===== src/rtl/core/swrb_pkg.sv =====
`timescale 1ns / 1ps
`default_nettype none
// ----------------------------------------------------------------------------
// swrb_pkg
// Shared types and constants of the stop-and-wait sender with binary
// exponential backoff.
// ----------------------------------------------------------------------------
package swrb_pkg;

  // Retry and backoff limits
  localparam logic [3:0] RETRY_LIMIT = 4'd10;
  localparam logic [3:0] BACKOFF_CAP = 4'd10;

  // Field widths
  localparam int MODE_W  = 2;
  localparam int LEN_W   = 16;
  localparam int NUM_W   = 32;
  localparam int RND_W   = 10;
  localparam int CNT4_W  = 4;
  localparam int TMO_W   = 24;
  localparam int SLOT_W  = 16;
  localparam int CFG_W   = 24;
  // Widest wait: max(timeout, 1023 * 65535) fits in 26 bits
  localparam int WAIT_W  = 26;

  // Input item kinds
  localparam logic [MODE_W-1:0] MODE_FRAME = 2'd0;
  localparam logic [MODE_W-1:0] MODE_ACK   = 2'd1;
  localparam logic [MODE_W-1:0] MODE_TICK  = 2'd2;

  // Configuration register indexes
  localparam logic CFG_TIMEOUT = 1'b0;
  localparam logic CFG_SLOT    = 1'b1;

  // Result actions
  typedef enum logic [1:0] {
    ACT_SEND    = 2'd0,
    ACT_DELIVER = 2'd1,
    ACT_BACKOFF = 2'd2,
    ACT_ABORT   = 2'd3
  } action_t;

endpackage
`default_nettype wire


===== src/rtl/core/stop_wait_retry_backoff_sender.sv =====
`timescale 1ns / 1ps
`default_nettype none
// ----------------------------------------------------------------------------
// stop_wait_retry_backoff_sender
// Stop-and-wait ARQ sender with truncated binary exponential backoff.
// ----------------------------------------------------------------------------
//  channel  direction  handshake            payload
//  in_      input      in_valid / in_stall  mode, frame_length, ack_id, random
//  out_     output     out_valid / out_stall action, frame, stats
//  cfg_     input      cfg_valid / cfg_ready cfg_index, cfg_data
//
// One item per cycle sustained while the result is not stalled: an input
// register feeds one pass of state update logic whose result lands in the
// output register. The slot multiply (10 x 16) sets the longest path. Reset
// is synchronous; all state and config return to their reset values. A
// stalled result holds the input register, which then stalls the input
// channel; configuration is always ready.
// ----------------------------------------------------------------------------
module stop_wait_retry_backoff_sender
  import swrb_pkg::*;
(
  input  wire                 clk,
  input  wire                 rst_n,
  // input items
  input  wire                 in_valid,
  output logic                in_stall,
  input  wire  [MODE_W-1:0]   in_mode,
  input  wire  [LEN_W-1:0]    in_frame_length,
  input  wire  [NUM_W-1:0]    in_ack_id,
  input  wire  [RND_W-1:0]    in_random_value,
  // result items
  output logic                out_valid,
  input  wire                 out_stall,
  output logic [1:0]          out_action,
  output logic [NUM_W-1:0]    out_frame_number,
  output logic [LEN_W-1:0]    out_payload_bytes,
  output logic [CNT4_W-1:0]   out_attempt_count,
  output logic [RND_W-1:0]    out_backoff_slots,
  output logic [NUM_W-1:0]    out_frames_done,
  output logic [NUM_W-1:0]    out_bytes_done,
  output logic [NUM_W-1:0]    out_sends_total,
  output logic [CNT4_W-1:0]   out_sends_max,
  // configuration
  input  wire                 cfg_valid,
  output logic                cfg_ready,
  input  wire                 cfg_index,
  input  wire  [CFG_W-1:0]    cfg_data
);

  typedef enum logic [1:0] {
    PH_IDLE    = 2'd0,
    PH_WAIT    = 2'd1,
    PH_BACKOFF = 2'd2,
    PH_ABORT   = 2'd3
  } phase_t;

  // input register
  logic               pipe_valid_r;
  logic [MODE_W-1:0]  p_mode_r;
  logic [LEN_W-1:0]   p_len_r;
  logic [NUM_W-1:0]   p_ack_r;
  logic [RND_W-1:0]   p_rnd_r;

  // sender state
  phase_t             phase_r, phase_nxt;
  logic [NUM_W-1:0]   frame_r, frame_nxt;
  logic [CNT4_W-1:0]  fail_r, fail_nxt;
  logic [WAIT_W-1:0]  wait_r, wait_nxt;
  logic [LEN_W-1:0]   len_r, len_nxt;
  logic [NUM_W-1:0]   dfr_r, dfr_nxt;
  logic [NUM_W-1:0]   dby_r, dby_nxt;
  logic [NUM_W-1:0]   dsum_r, dsum_nxt;
  logic [CNT4_W-1:0]  dpeak_r, dpeak_nxt;

  // configuration
  logic [TMO_W-1:0]   tmo_r;
  logic [SLOT_W-1:0]  slot_r;

  // result register
  logic               out_valid_r;
  action_t            out_action_r;
  logic [NUM_W-1:0]   out_frame_r;
  logic [LEN_W-1:0]   out_len_r;
  logic [CNT4_W-1:0]  out_att_r;
  logic [RND_W-1:0]   out_slots_r;
  logic [NUM_W-1:0]   out_dfr_r;
  logic [NUM_W-1:0]   out_dby_r;
  logic [NUM_W-1:0]   out_dsum_r;
  logic [CNT4_W-1:0]  out_dpeak_r;

  // pass control
  logic               out_free;
  logic               proc;
  logic               emit;
  action_t            act;
  logic [RND_W-1:0]   slots_out;

  // backoff draw and wait timing
  logic [CNT4_W-1:0]  fail_inc;
  logic [CNT4_W-1:0]  sends;
  logic [CNT4_W-1:0]  bits;
  logic [RND_W-1:0]   mask;
  logic [RND_W-1:0]   slots_draw;
  logic [WAIT_W-1:0]  backoff_wait;
  logic [WAIT_W-1:0]  wait_dec;
  logic               expire;

  // handshakes
  assign out_free  = !out_valid_r || !out_stall;
  assign proc      = pipe_valid_r && out_free;
  assign in_stall  = pipe_valid_r && !out_free;
  assign cfg_ready = 1'b1;

  // failure draw: mask random value to min(failures, cap) low bits
  assign fail_inc   = fail_r + 4'd1;
  assign sends      = fail_r + 4'd1;
  assign bits       = (fail_inc < BACKOFF_CAP) ? fail_inc : BACKOFF_CAP;
  always_comb begin
    for (int i = 0; i < RND_W; i++) begin
      mask[i] = (CNT4_W'(i) < bits);
    end
  end
  assign slots_draw   = p_rnd_r & mask;
  assign backoff_wait = {{(WAIT_W-SLOT_W){1'b0}}, slot_r} *
                        {{(WAIT_W-RND_W){1'b0}}, slots_draw};

  // tick: count down, expire on reaching zero
  assign wait_dec = (wait_r == '0) ? '0 : wait_r - WAIT_W'(1);
  assign expire   = (wait_dec == '0);

  // next state and result of one item
  always_comb begin
    phase_nxt = phase_r;
    frame_nxt = frame_r;
    fail_nxt  = fail_r;
    wait_nxt  = wait_r;
    len_nxt   = len_r;
    dfr_nxt   = dfr_r;
    dby_nxt   = dby_r;
    dsum_nxt  = dsum_r;
    dpeak_nxt = dpeak_r;
    emit      = 1'b0;
    act       = ACT_SEND;
    slots_out = '0;
    if (proc) begin
      case (p_mode_r)
        MODE_FRAME: begin
          if (phase_r == PH_IDLE && p_len_r != '0) begin
            len_nxt   = p_len_r;
            fail_nxt  = '0;
            phase_nxt = PH_WAIT;
            wait_nxt  = {{(WAIT_W-TMO_W){1'b0}}, tmo_r};
            emit      = 1'b1;
            act       = ACT_SEND;
          end
        end
        MODE_ACK: begin
          if (phase_r == PH_WAIT) begin
            emit = 1'b1;
            if (p_ack_r != frame_r) begin
              fail_nxt  = fail_inc;
              phase_nxt = PH_BACKOFF;
              wait_nxt  = backoff_wait;
              act       = ACT_BACKOFF;
              slots_out = slots_draw;
            end else begin
              dfr_nxt   = dfr_r + NUM_W'(1);
              dby_nxt   = dby_r + {{(NUM_W-LEN_W){1'b0}}, len_r};
              dsum_nxt  = dsum_r + {{(NUM_W-CNT4_W){1'b0}}, sends};
              dpeak_nxt = (sends > dpeak_r) ? sends : dpeak_r;
              phase_nxt = PH_IDLE;
              frame_nxt = frame_r + NUM_W'(1);
              act       = ACT_DELIVER;
            end
          end
        end
        MODE_TICK: begin
          if (phase_r inside {PH_WAIT, PH_BACKOFF}) begin
            wait_nxt = wait_dec;
            if (expire) begin
              emit = 1'b1;
              if (phase_r == PH_WAIT) begin
                fail_nxt  = fail_inc;
                phase_nxt = PH_BACKOFF;
                wait_nxt  = backoff_wait;
                act       = ACT_BACKOFF;
                slots_out = slots_draw;
              end else if (fail_r >= RETRY_LIMIT) begin
                phase_nxt = PH_ABORT;
                act       = ACT_ABORT;
              end else begin
                phase_nxt = PH_WAIT;
                wait_nxt  = {{(WAIT_W-TMO_W){1'b0}}, tmo_r};
                act       = ACT_SEND;
              end
            end
          end
        end
        default: begin
        end
      endcase
    end
  end

  // state, config, input and result registers
  always_ff @(posedge clk) begin
    if (!rst_n) begin
      pipe_valid_r <= 1'b0;
      out_valid_r  <= 1'b0;
      phase_r      <= PH_IDLE;
      frame_r      <= '0;
      fail_r       <= '0;
      wait_r       <= '0;
      len_r        <= '0;
      dfr_r        <= '0;
      dby_r        <= '0;
      dsum_r       <= '0;
      dpeak_r      <= '0;
      tmo_r        <= TMO_W'(1000);
      slot_r       <= SLOT_W'(10);
    end else begin
      // input register
      if (!in_stall) begin
        pipe_valid_r <= in_valid;
      end
      if (in_valid && !in_stall) begin
        p_mode_r <= in_mode;
        p_len_r  <= in_frame_length;
        p_ack_r  <= in_ack_id;
        p_rnd_r  <= in_random_value;
      end
      // state update
      phase_r <= phase_nxt;
      frame_r <= frame_nxt;
      fail_r  <= fail_nxt;
      wait_r  <= wait_nxt;
      len_r   <= len_nxt;
      dfr_r   <= dfr_nxt;
      dby_r   <= dby_nxt;
      dsum_r  <= dsum_nxt;
      dpeak_r <= dpeak_nxt;
      // result slot
      if (out_free) begin
        out_valid_r <= proc && emit;
      end
      if (proc && emit) begin
        out_action_r <= act;
        out_frame_r  <= frame_r;
        out_len_r    <= len_nxt;
        out_att_r    <= fail_nxt;
        out_slots_r  <= slots_out;
        out_dfr_r    <= dfr_nxt;
        out_dby_r    <= dby_nxt;
        out_dsum_r   <= dsum_nxt;
        out_dpeak_r  <= dpeak_nxt;
      end
      // configuration writes
      if (cfg_valid && cfg_ready) begin
        case (cfg_index)
          CFG_TIMEOUT: tmo_r  <= cfg_data[TMO_W-1:0];
          CFG_SLOT:    slot_r <= cfg_data[SLOT_W-1:0];
          default: begin
          end
        endcase
      end
    end
  end

  assign out_valid         = out_valid_r;
  assign out_action        = out_action_r;
  assign out_frame_number  = out_frame_r;
  assign out_payload_bytes = out_len_r;
  assign out_attempt_count = out_att_r;
  assign out_backoff_slots = out_slots_r;
  assign out_frames_done   = out_dfr_r;
  assign out_bytes_done    = out_dby_r;
  assign out_sends_total   = out_dsum_r;
  assign out_sends_max     = out_dpeak_r;

  // checks
  a_abort_sticky: assert property (@(posedge clk) disable iff (!rst_n)
    phase_r == PH_ABORT |=> phase_r == PH_ABORT)
    else $error("abort state left before reset");

  a_slots_only_backoff: assert property (@(posedge clk) disable iff (!rst_n)
    out_valid_r && out_action_r != ACT_BACKOFF |-> out_slots_r == '0)
    else $error("backoff slots on a result that is not a backoff");

  a_attempt_bound: assert property (@(posedge clk) disable iff (!rst_n)
    out_valid_r |-> out_att_r <= RETRY_LIMIT && out_dpeak_r <= RETRY_LIMIT)
    else $error("attempt count or peak sends beyond retry limit");

  a_no_drop: assert property (@(posedge clk) disable iff (!rst_n)
    out_valid_r && out_stall |=> out_valid_r && $stable(out_action_r))
    else $error("stalled result changed or was dropped");

endmodule
`default_nettype wire


===== config.mk =====
export PLATFORM = sky130hd
export DESIGN_NAME = stop_wait_retry_backoff_sender
export DESIGN_NICKNAME = d
export VERILOG_FILES = /design/src/rtl/core/swrb_pkg.sv /design/src/rtl/core/stop_wait_retry_backoff_sender.sv
export SDC_FILE = /design/constraint.sdc
export NUM_CORES = 1
export LEC_CHECK = 0
export ABC_CLOCK_PERIOD_IN_PS = 38600
export BUFFER_PORTS_ARGS = -buffer_cell sky130_fd_sc_hd__buf_2
export CAP_MARGIN = 20
export CORE_AREA = 3 3 216 218
export DETAILED_ROUTE_END_ITERATION = 6
export DIE_AREA = 0 0 219 221
export PLACE_DENSITY = 0.74
export SLEW_MARGIN = 10
export SYNTH_ARGS = -nofsm -noshare
export SYNTH_HDL_FRONTEND = slang
export SYNTH_SLANG_ARGS = --single-unit

===== constraint.sdc =====
create_clock -name clk -period 38.6 [get_ports clk]
set_clock_uncertainty 0.2 [all_clocks]
set_input_delay 5.79 -clock clk [delete_from_list [all_inputs] [get_ports clk]]
set_output_delay 5.79 -clock clk [all_outputs]
set_load 0.02 [all_outputs]

# Yosys cells after proc, flatten, opt, wreduce, memory -nomap -nowiden

Index checks and enable logic that the tools add are counted.

Register bits: 446
Bits of input ports: 90
Logic and storage cells: 148

Add/subtract/negate cells: 6
Multiply operators: 1
Magnitude comparators: 13
Eq/ne operators: 10
Muxes and demuxes: 65
Bitwise operators: 3
Reduce and logical (&&, ||, !) cells: 24

Operators with widths:

| operator              | number |
|---|---|
| $mux 32               | 12 |
| $mux 26               | 8 |
| $pmux 26 s3           | 1 |
| $add 32x1->32 const B | 2 |
| $logic_not 26->1      | 2 |
| $mux 4                | 13 |
| $mux 10               | 5 |
| $mux 16               | 3 |
| $add 32x16->32        | 1 |
| $add 32x4->32         | 1 |
| $ne 32x32->1          | 1 |
| $mul 16x10->26        | 1 |
| $mux 2                | 13 |
| $sub 26x1->26 const B | 1 |
| $pmux 10 s2           | 1 |
| $lt 3x4->1 const A    | 4 |
| $reduce_bool 16->1    | 1 |
| $pmux 4 s3            | 1 |
| $reduce_and 6->1      | 2 |
| $and 10x10->10        | 1 |
| $ne 2x2->1 const B    | 5 |
| $lt 1x4->1 const A    | 2 |
| $lt 2x4->1 const A    | 2 |
| $lt 4x4->1 const A    | 2 |
| other kinds (19)      | 37 |

# Logic depth before layout (Yosys ltp)

Gate-level depths: netlist (run 1).

Depth in word-level cells: 10
Depth in mapped cells: 27
Mapped depth without buffers: 25

# Worst setup path before layout (run 1)

Ideal clock, no wire load.

Kind: input-to-reg
Start: in out_stall
End: reg out_valid_r (netlist: out_valid)
Setup time: 153 ps
Arrival: 19158 ps
Required time: 38247 ps
Setup slack: 19090 ps
Stages on the path: 5
Path buffers: 0
Path through: nand2_1 -> and2_0 -> nand2b_1 -> a211oi_1 -> o21bai_1

Word-level cells in the longest chain between the ends: 5

RTL lines:

| what                 | line                                  | text |
|---|---|---|
| from (decl)          | stop_wait_retry_backoff_sender.sv:33  | `input wire out_stall,` |
| $logic_not 1->1 *    | stop_wait_retry_backoff_sender.sv:109 | `assign out_free = !out_valid_r \|\| !out_stall;` |
| $logic_or 1x1->1 *   | stop_wait_retry_backoff_sender.sv:109 |  |
| $logic_and 1x1->1    | stop_wait_retry_backoff_sender.sv:110 | `assign proc = pipe_valid_r && out_free;` |
| $mux 1               | stop_wait_retry_backoff_sender.sv:145 | `if (proc) begin` |
| $logic_and 1x1->1    | stop_wait_retry_backoff_sender.sv:244 | `out_valid_r <= proc && emit;` |
| to (signal assigned) | stop_wait_retry_backoff_sender.sv:244 |  |
| to (decl)            | stop_wait_retry_backoff_sender.sv:80  | `logic out_valid_r;` |

Mark *: on every way between the ends. The rest lies on a longest branch, timed or not.
A chain may end at the register's enable or synchronous reset.

# Final worst setup path (run 1)

Start: in out_stall
End: out in_stall

Word-level cells in the longest chain between the ends: 4

RTL lines:

| what              | line                                  | text |
|---|---|---|
| $logic_not 1->1   | stop_wait_retry_backoff_sender.sv:109 |  |
| $logic_or 1x1->1  | stop_wait_retry_backoff_sender.sv:109 |  |
| $logic_not 1->1   | stop_wait_retry_backoff_sender.sv:111 | `assign in_stall = pipe_valid_r && !out_free;` |
| $logic_and 1x1->1 | stop_wait_retry_backoff_sender.sv:111 |  |
| to (decl)         | stop_wait_retry_backoff_sender.sv:26  | `output logic in_stall,` |

Every way passes these cells.

==> impl_metrics.yaml, run 1 <==
run_status:
  status: "completed"
worst_setup_path:
  critPathArrivalTime_ns: 6.33
  cp_common_cell: "buf_2"
  cp_cell_sequence: "buf_2 -> and3_1 -> buf_2"
  worst_path_largest_cell_delay_ns: 0.25
  worstPathRequired_ns: 32.61
  cp_num_cells: 3
  timing.critical_path.slowest_stage_cell: "and3_1"
  path_class: "input pin to primary output"
  r2r_slack_ns: 29.78
  end_kind: "primary output"
  path_max_fanout: 3
  r2r_cells: 22
  start_kind: "input pin"
  path_buf_inv: 2
  path_delay_family: "buffers and inverters"
clock_network:
  ctsHtreeMaxLevel: 2
  clkSlewWorstSetupHoldPaths_ns: 0.06
  cts_max_path_buffers: 3
  clock-sinks: 446
  cts_buffers: 46
  post_cts_buffers: 0
  clkLatencyLatePin_ns: 0.61
  postCtsResizedCells: 0
  holdBufCountCts: 0
  cts_tree: "done"
  cts_root_buffer: "clkbuf_16"
placement:
  dp_hpwl_um: 44400
  portBuffers: 255
  place.gp.congestion: 0.980
logic_synthesis:
  syn_area_mm2: 0.0245
  synthTopCellsByArea: "edfxtp_1 (27%), dfxtp_1 (18%), fa_1 (9.1%), and2_1 (4.9%), ha_1 (4.9%)"
  syn_avg_cell_area_um2: 10.2
  synth-compound-area-share_pct: 8.85
  ys.flop_type: "edfxtp_1"
  synth-simple-area-share_pct: 19.1
  async_reset_ff_share_pct: 0
  synthMuxAreaShare_pct: 1.28
  ys_ff_latch: 446
  yosys_warnings: 0
  synth_xor_area_share_pct: 6.68
  synth_top_cell_area_share_pct: 27.4
  yosysTopAreaCell: "edfxtp_1"
  syn_inst: 2415
  synth_top_family_by_area: "simple AND/OR/NAND/NOR gates"
  postSynthNetCount: 2713
  yosysSeqAreaShare_pct: 45.6
  synth_edf_count: 224
  yosysUniqueCellTypes: 80
  synthAdderAreaFrac_pct: 14.0
drt:
  drc: 0
  vias: 18572
  drtPass1Iterations: 6
  initialDrtViolationCount: 1440
  drtAntennaViolNets: 0
  vias_per_cell: 5.70
  drt_wl_total_um: 61300
  wl_per_cell_um: 18.8
pwr:
  power_density_mw_per_mm2: 37.5
  leakage_uw: 0.0122
  ir_drop_mv: 0.0304
sta:
  rsz0062_at_grt: "no"
  slew_violations: 0
  setup_violations: 0
  max_slew_margin_pct: 33.7
  worst_pin_slew_ns: 0.985
  fin_setup_tns_ns: 0
  post-route-period-util_pct: 31.9
  hold_violations: 0
  fmax_mhz: 81.2
  min_period_ns: 12.32
  whs_ns: 0.261
grt:
  track_usage_pct: 24.9
  grt_max_degree: 166
  overflow: 0
  grt_pass1_vias: 18399
  antenna_found_initial: 2
  grt_pass1_wl_um: 97100
die:
  start_util_pct: 54.4
  coreArea_mm2: 0.0451
  boundaryPins: 257
  dieArea_mm2: 0.0484
  die_x_um: 219
  die_h_um: 221
  fp-row-count: 78
cells_and_area:
  final-seq-area_mm2: 0.0112
  area_growth_pct: 13.6
  drive_gt1_share_pct: 14.6
  fin_util_pct: 61.8
  multi_input_area_mm2: 0.0123
  fin_nets: 2919
  fillers: 3676
worst_hold_path:
  hold_path_depth: 2
  min_path_type: "flip-flop to flip-flop"
run:
  maxCapViolCount: 0
-- final timing paths --
check | from | endpoint
hold / removal | tmo_r[1] | tmo_r[1]
setup reg to reg | fail_r[0] | wait_r[24]
hold reg to reg | tmo_r[1] | tmo_r[1]
setup / recovery | out_stall | in_stall
-- synthesized netlist by cell type, types with 7 or more instances --
library cell and count:
and4_1 12, a221oi_1 7, edfxtp_1 224, o22ai_1 8
fa_1 112, o31ai_1 12, or4_1 13, nor4_1 31
nand3_1 87, inv_1 172, and2_1 192, o211ai_1 12
or3_1 12, a21oi_1 90, mux2i_1 11, nand4_1 27
a31oi_1 10, mux2_2 18, a21o_1 12, dfxtp_1 222
nor3_1 44, and3_1 40, o21bai_1 8, o21ai_0 66
o21a_1 16, nor2b_1 13, ha_1 96, clkbuf_1 99
nand2_1 303, a211oi_1 19, xor2_1 85, xnor2_1 102
nand2b_1 18, nor2_1 118
-- cells in the final DEF (no fill, tap or decap), types with 17 or more instances in the layout --
master and instances:
nand2b_1 18, and3_1 40, a211oi_1 18, nand3_1 87, xnor2_1 102, o21ai_0 66
nor2_1 117, inv_1 172, buf_2 254, edfxtp_1 224, nor3_1 43, fa_1 112
ha_1 96, nand2_1 303, and2_1 192, mux2_2 18, xor2_1 85, nor4_1 31
dfxtp_1 222, buf_4 17, a21oi_1 90, nand4_1 27, clkbuf_16 47
-- metrics by stage --
stage,cell area [um^2],std cells,total power (uW),setup WS (ns)
6_report,27900,3261,1050,26.28
5_1_grt,27900,3261,1080,26.24
4_1_cts,27900,3259,1050,26.29
3_5_place_dp,26300,3173,593,26.29
3_3_place_gp,26300,3173,592,26.31
2_1_floorplan,24500,2415,570,19.09
-- routing by layer --
layer | track usage, % | up-vias | wire length (um)
li1 | - | 8709 | -
met1 | 32.5 | 9103 | 25100
met2 | 42.7 | 646 | 30400
met3 | 4.11 | 114 | 4200
met4 | 7.30 | 0 | 1560
met5 | 0 | - | 0
-- registers in the layout, indices dropped and copies added, names as in the netlist, 4 cells and up --
name,cells
len_r,16
p_rnd_r,10
out_backoff_slots,10
dsum_r,32
tmo_r,24
p_len_r,16
frame_r,32
out_frame_number,32
dfr_r,32
out_attempt_count,4
slot_r,16
wait_r,26
out_payload_bytes,16
p_ack_r,32
dby_r,32
dpeak_r,4
out_frames_done,32
fail_r,4
out_bytes_done,32
out_sends_total,32
out_sends_max,4
-- tightest hold or removal path, cell delays in order, from the launching register on --
cell	delay, ns
dfxtp_1	0.31
nand2_1	0.05
a21oi_1	0.05
-- final cells by class --
cell class | count | share of cell area [%]
Tap cell | 600 | 2.69
Clock inverter | 22 | 0.965
Inverter | 174 | 2.34
Sequential cell | 446 | 40.1
Antenna cell | 2 | 0.0180
Timing Repair Buffer | 272 | 5.09
Multi-Input combinational cell | 1681 | 44.1
Clock buffer | 64 | 4.75
-- cells by family (layout without fill, tap and decap cells) --
family / Yosys count / in the layout
adders and majority gates: 208 / 208
xor gates and xnor gates: 187 / 187
buffers and inverters: 288 / 532
AOI/OAI and AO/OA: 327 / 327
other: 1 / 3
and+or+nand+nor: 929 / 929
DFF: 446 / 446
muxes: 29 / 29
-- where the power goes --
group / switching, uW / total (uW) / internal [uW]
Clock: 190 / 460 / 270
Sequential: 9.05 / 511 / 502
Combinational: 48.9 / 74.1 / 25.2
No activity file was read; power rests on OpenSTA's default activity.
==> run 2: changes to the inputs <==
--- a/config.mk
+++ b/config.mk
@@ -5,12 +5,13 @@
 export SDC_FILE = /design/constraint.sdc
 export NUM_CORES = 1
 export LEC_CHECK = 0
-export ABC_CLOCK_PERIOD_IN_PS = 38600
+export ABC_AREA = 1
+export ABC_CLOCK_PERIOD_IN_PS = 11500
 export BUFFER_PORTS_ARGS = -buffer_cell sky130_fd_sc_hd__buf_2
 export CAP_MARGIN = 20
-export CORE_AREA = 3 3 216 218
+export CORE_AREA = 3 3 231 233
 export DETAILED_ROUTE_END_ITERATION = 6
-export DIE_AREA = 0 0 219 221
+export DIE_AREA = 0 0 234 236
 export PLACE_DENSITY = 0.74
 export SLEW_MARGIN = 10
 export SYNTH_ARGS = -nofsm -noshare
==> constraint.sdc (replaced) <==
create_clock -name clk -period 11.5 [get_ports clk]
set_clock_uncertainty 0.2 [all_clocks]
set_input_delay 1.725 -clock clk [delete_from_list [all_inputs] [get_ports clk]]
set_output_delay 1.725 -clock clk [all_outputs]
set_load 0.02 [all_outputs]
==> run 2 against run 1 <==
Against the previous run:
- the flow now finishes with violations (design-rule violations)
- via count up 34%
- cell count up 39%
- core utilization down 0.091 points
- power rose to 3.7 times the previous value
- critical endpoint is now wait_r[14]
- largest power group unchanged
==> impl_metrics.yaml, run 2 <==
clock_network:
  post_cts_buffers: 0
  postCtsResizedCells: 0
  ctsHtreeMaxLevel: 2
  clkLatencyLatePin_ns: 0.61
  holdBufCountCts: 0
  cts_tree: "done"
  clkSlewWorstSetupHoldPaths_ns: 0.06
  cts_buffers: 48
  cts_root_buffer: "clkbuf_16"
  cts_max_path_buffers: 3
  clock-sinks: 446
grt:
  overflow: 0
  track_usage_pct: 28.6
  grtUsageMet1_pct: 40.0
  grt_use_met2_pct: 44.6
  grt_pass1_wl_um: 125000
  antenna_found_initial: 2
  top_usage_layer: "met2"
  grt_max_degree: 91
  grtUsageMet3_pct: 4.88
  grt_pass1_vias: 23146
pwr:
  leakage_uw: 0.0143
  power_density_mw_per_mm2: 121
  ir_drop_mv: 0.121
drt:
  drt_wl_total_um: 79900
  wl_per_cell_um: 17.6
  vias: 24794
  drc: 9
  drtAntennaViolNets: 0
  drtPass1Iterations: 7
  vias_per_cell: 5.46
  initialDrtViolationCount: 2191
sta:
  rsz0062_at_grt: "no"
  max_slew_margin_pct: 24.0
  fin_setup_tns_ns: 0
  fmax_mhz: 120
  slew_violations: 0
  setup_violations: 0
  post-route-period-util_pct: 72.3
  whs_ns: 0.282
  min_period_ns: 8.31
  worst_pin_slew_ns: 1.13
  hold_violations: 0
die:
  die_h_um: 236
  boundaryPins: 257
  die_x_um: 234
  dieArea_mm2: 0.0552
  coreArea_mm2: 0.0514
  fp-row-count: 83
  start_util_pct: 54.9
cells_and_area:
  final_cell_area_mm2: 0.0317
  mostFrequentLayoutCells: "nand2_1 (934), inv_1 (499), nor2_1 (351)"
  drive_gt1_share_pct: 11.5
  fin_util_pct: 61.7
  final_common_cell: "nand2_1"
  stdcell_count: 4538
  area_growth_pct: 12.4
  fin_nets: 4115
logic_synthesis:
  ys_ff_latch: 446
  syn_area_mm2: 0.0282
  synth_xor_area_share_pct: 3.94
  syn_inst: 3621
  yosysSeqAreaShare_pct: 39.6
  syn_avg_cell_area_um2: 7.79
  postSynthNetCount: 3919
  synth_edf_count: 224
  ys.flop_type: "edfxtp_1"
  yosysUniqueCellTypes: 58
  async_reset_ff_share_pct: 0
  synth-compound-area-share_pct: 10.8
  yosys_warnings: 0
  synth.most_common_cell: "nand2_1"
  synthMuxAreaShare_pct: 0
  ys_top_cells_by_count: "nand2_1 (934), inv_1 (500), nor2_1 (353), o21ai_0 (233), edfxtp_1 (224)"
  synth_top_family_by_area: "simple AND/OR/NAND/NOR gates"
  synthAdderAreaFrac_pct: 12.2
  yosysTopAreaCell: "edfxtp_1"
  synthTopCellsByArea: "edfxtp_1 (24%), dfxtp_1 (16%), nand2_1 (12%), fa_1 (7.9%), inv_1 (6.7%)"
  synth_top_cell_area_share_pct: 23.8
  synth-simple-area-share_pct: 24.6
worst_setup_path:
  start_kind: "flip-flop"
  path_max_fanout: 13
  cp_num_cells: 27
  path_delay_family: "adder cells"
  r2r-start: "fail_r[0]"
  cp_common_cell: "fa_1"
  worstSetupEndpoint: "wait_r[14]"
  path_buf_inv: 4
  worstPathRequired_ns: 11.76
  r2r_cells: 27
  cp-startpoint: "fail_r[0]"
  path_class: "flip-flop to flip-flop"
  reg2reg_to: "wait_r[14]"
  timing.critical_path.slowest_stage_cell: "nor3_1"
  r2r_slack_ns: 3.19
  critPathArrivalTime_ns: 8.57
  end_kind: "flip-flop"
  worst_path_largest_cell_delay_ns: 0.85
worst_hold_path:
  hold_path_depth: 2
  min_path_type: "flip-flop to flip-flop"
placement:
  dpl_cell_area_mm2: 0.0300
  place.gp.congestion: 0.965
  dp_hpwl_um: 59300
  placed_cells_incl_taps: 4447
  portBuffers: 255
run_status:
  violations: "design-rule violations"
  status: "complete, but fails checks"
run:
  maxCapViolCount: 0
-- run 2: cell families after synthesis --
logic type / Yosys count
fa+ha+maj: 208
simple gates: 1644
flops: 446
other cells: 1
buf+inv: 641
xor+xnor: 127
compound gates: 554
-- run 2: layout make-up --
type | count | area [um^2]
flip-flops and latches | 446 | 11200
inverters | 512 | 1930
clock inverters | 34 | 475
well taps | 680 | 851
diodes | 1 | 2.50
clock buffers | 56 | 1280
multi-input cells | 2534 | 14600
repair buffers | 275 | 1430
fillers | 4614 | 19700
-- run 2: worst min-delay path by stage --
stage / startpoint / end / slack (ns)
2_1_floorplan: frame_r[21] / out_frame_number[21] / 0.21
3_5_place_dp: tmo_r[1] / tmo_r[1] / 0.27
3_3_place_gp: tmo_r[23] / tmo_r[23] / 0.26
4_1_cts: tmo_r[1] / tmo_r[1] / 0.28
5_1_grt: tmo_r[1] / tmo_r[1] / 0.30
6_report: tmo_r[1] / tmo_r[1] / 0.28
-- run 2: report_power, final --
group	switching [uW]	internal [uW]
clock network	688	1010
logic	291	117
registers	27.4	1690
-- run 2: stage by stage --
| step | total power, uW | worst slack, ns |
|---|---|---|
| 2_1_floorplan | 2030 | 1.31 |
| 3_3_place_gp | 2150 | 3.71 |
| 3_5_place_dp | 2150 | 3.45 |
| 4_1_cts | 3840 | 3.39 |
| 5_1_grt | 3960 | 2.81 |
| 6_report | 3830 | 3.19 |
-- run 2: worst reg2reg max path, delay by kind of cell, from the launching register on --
kind,cells,cell delay [ns]
adder cells (fa/ha/maj),6,2.97
XOR/XNOR,2,0.88
buffers and inverters,4,0.69
AND/OR/NAND/NOR,8,1.66
flip-flops,1,0.58
AO/OA/AOI/OAI,7,1.16
-- run 2: routing by layer --
layer	up-vias	part of all wire, %	wire length, um
met4	0	3.9	3130
met3	189	8.3	6610
met5	-	0	0
met2	1065	45	36000
met1	11461	43	34100
li1	12079	-	-
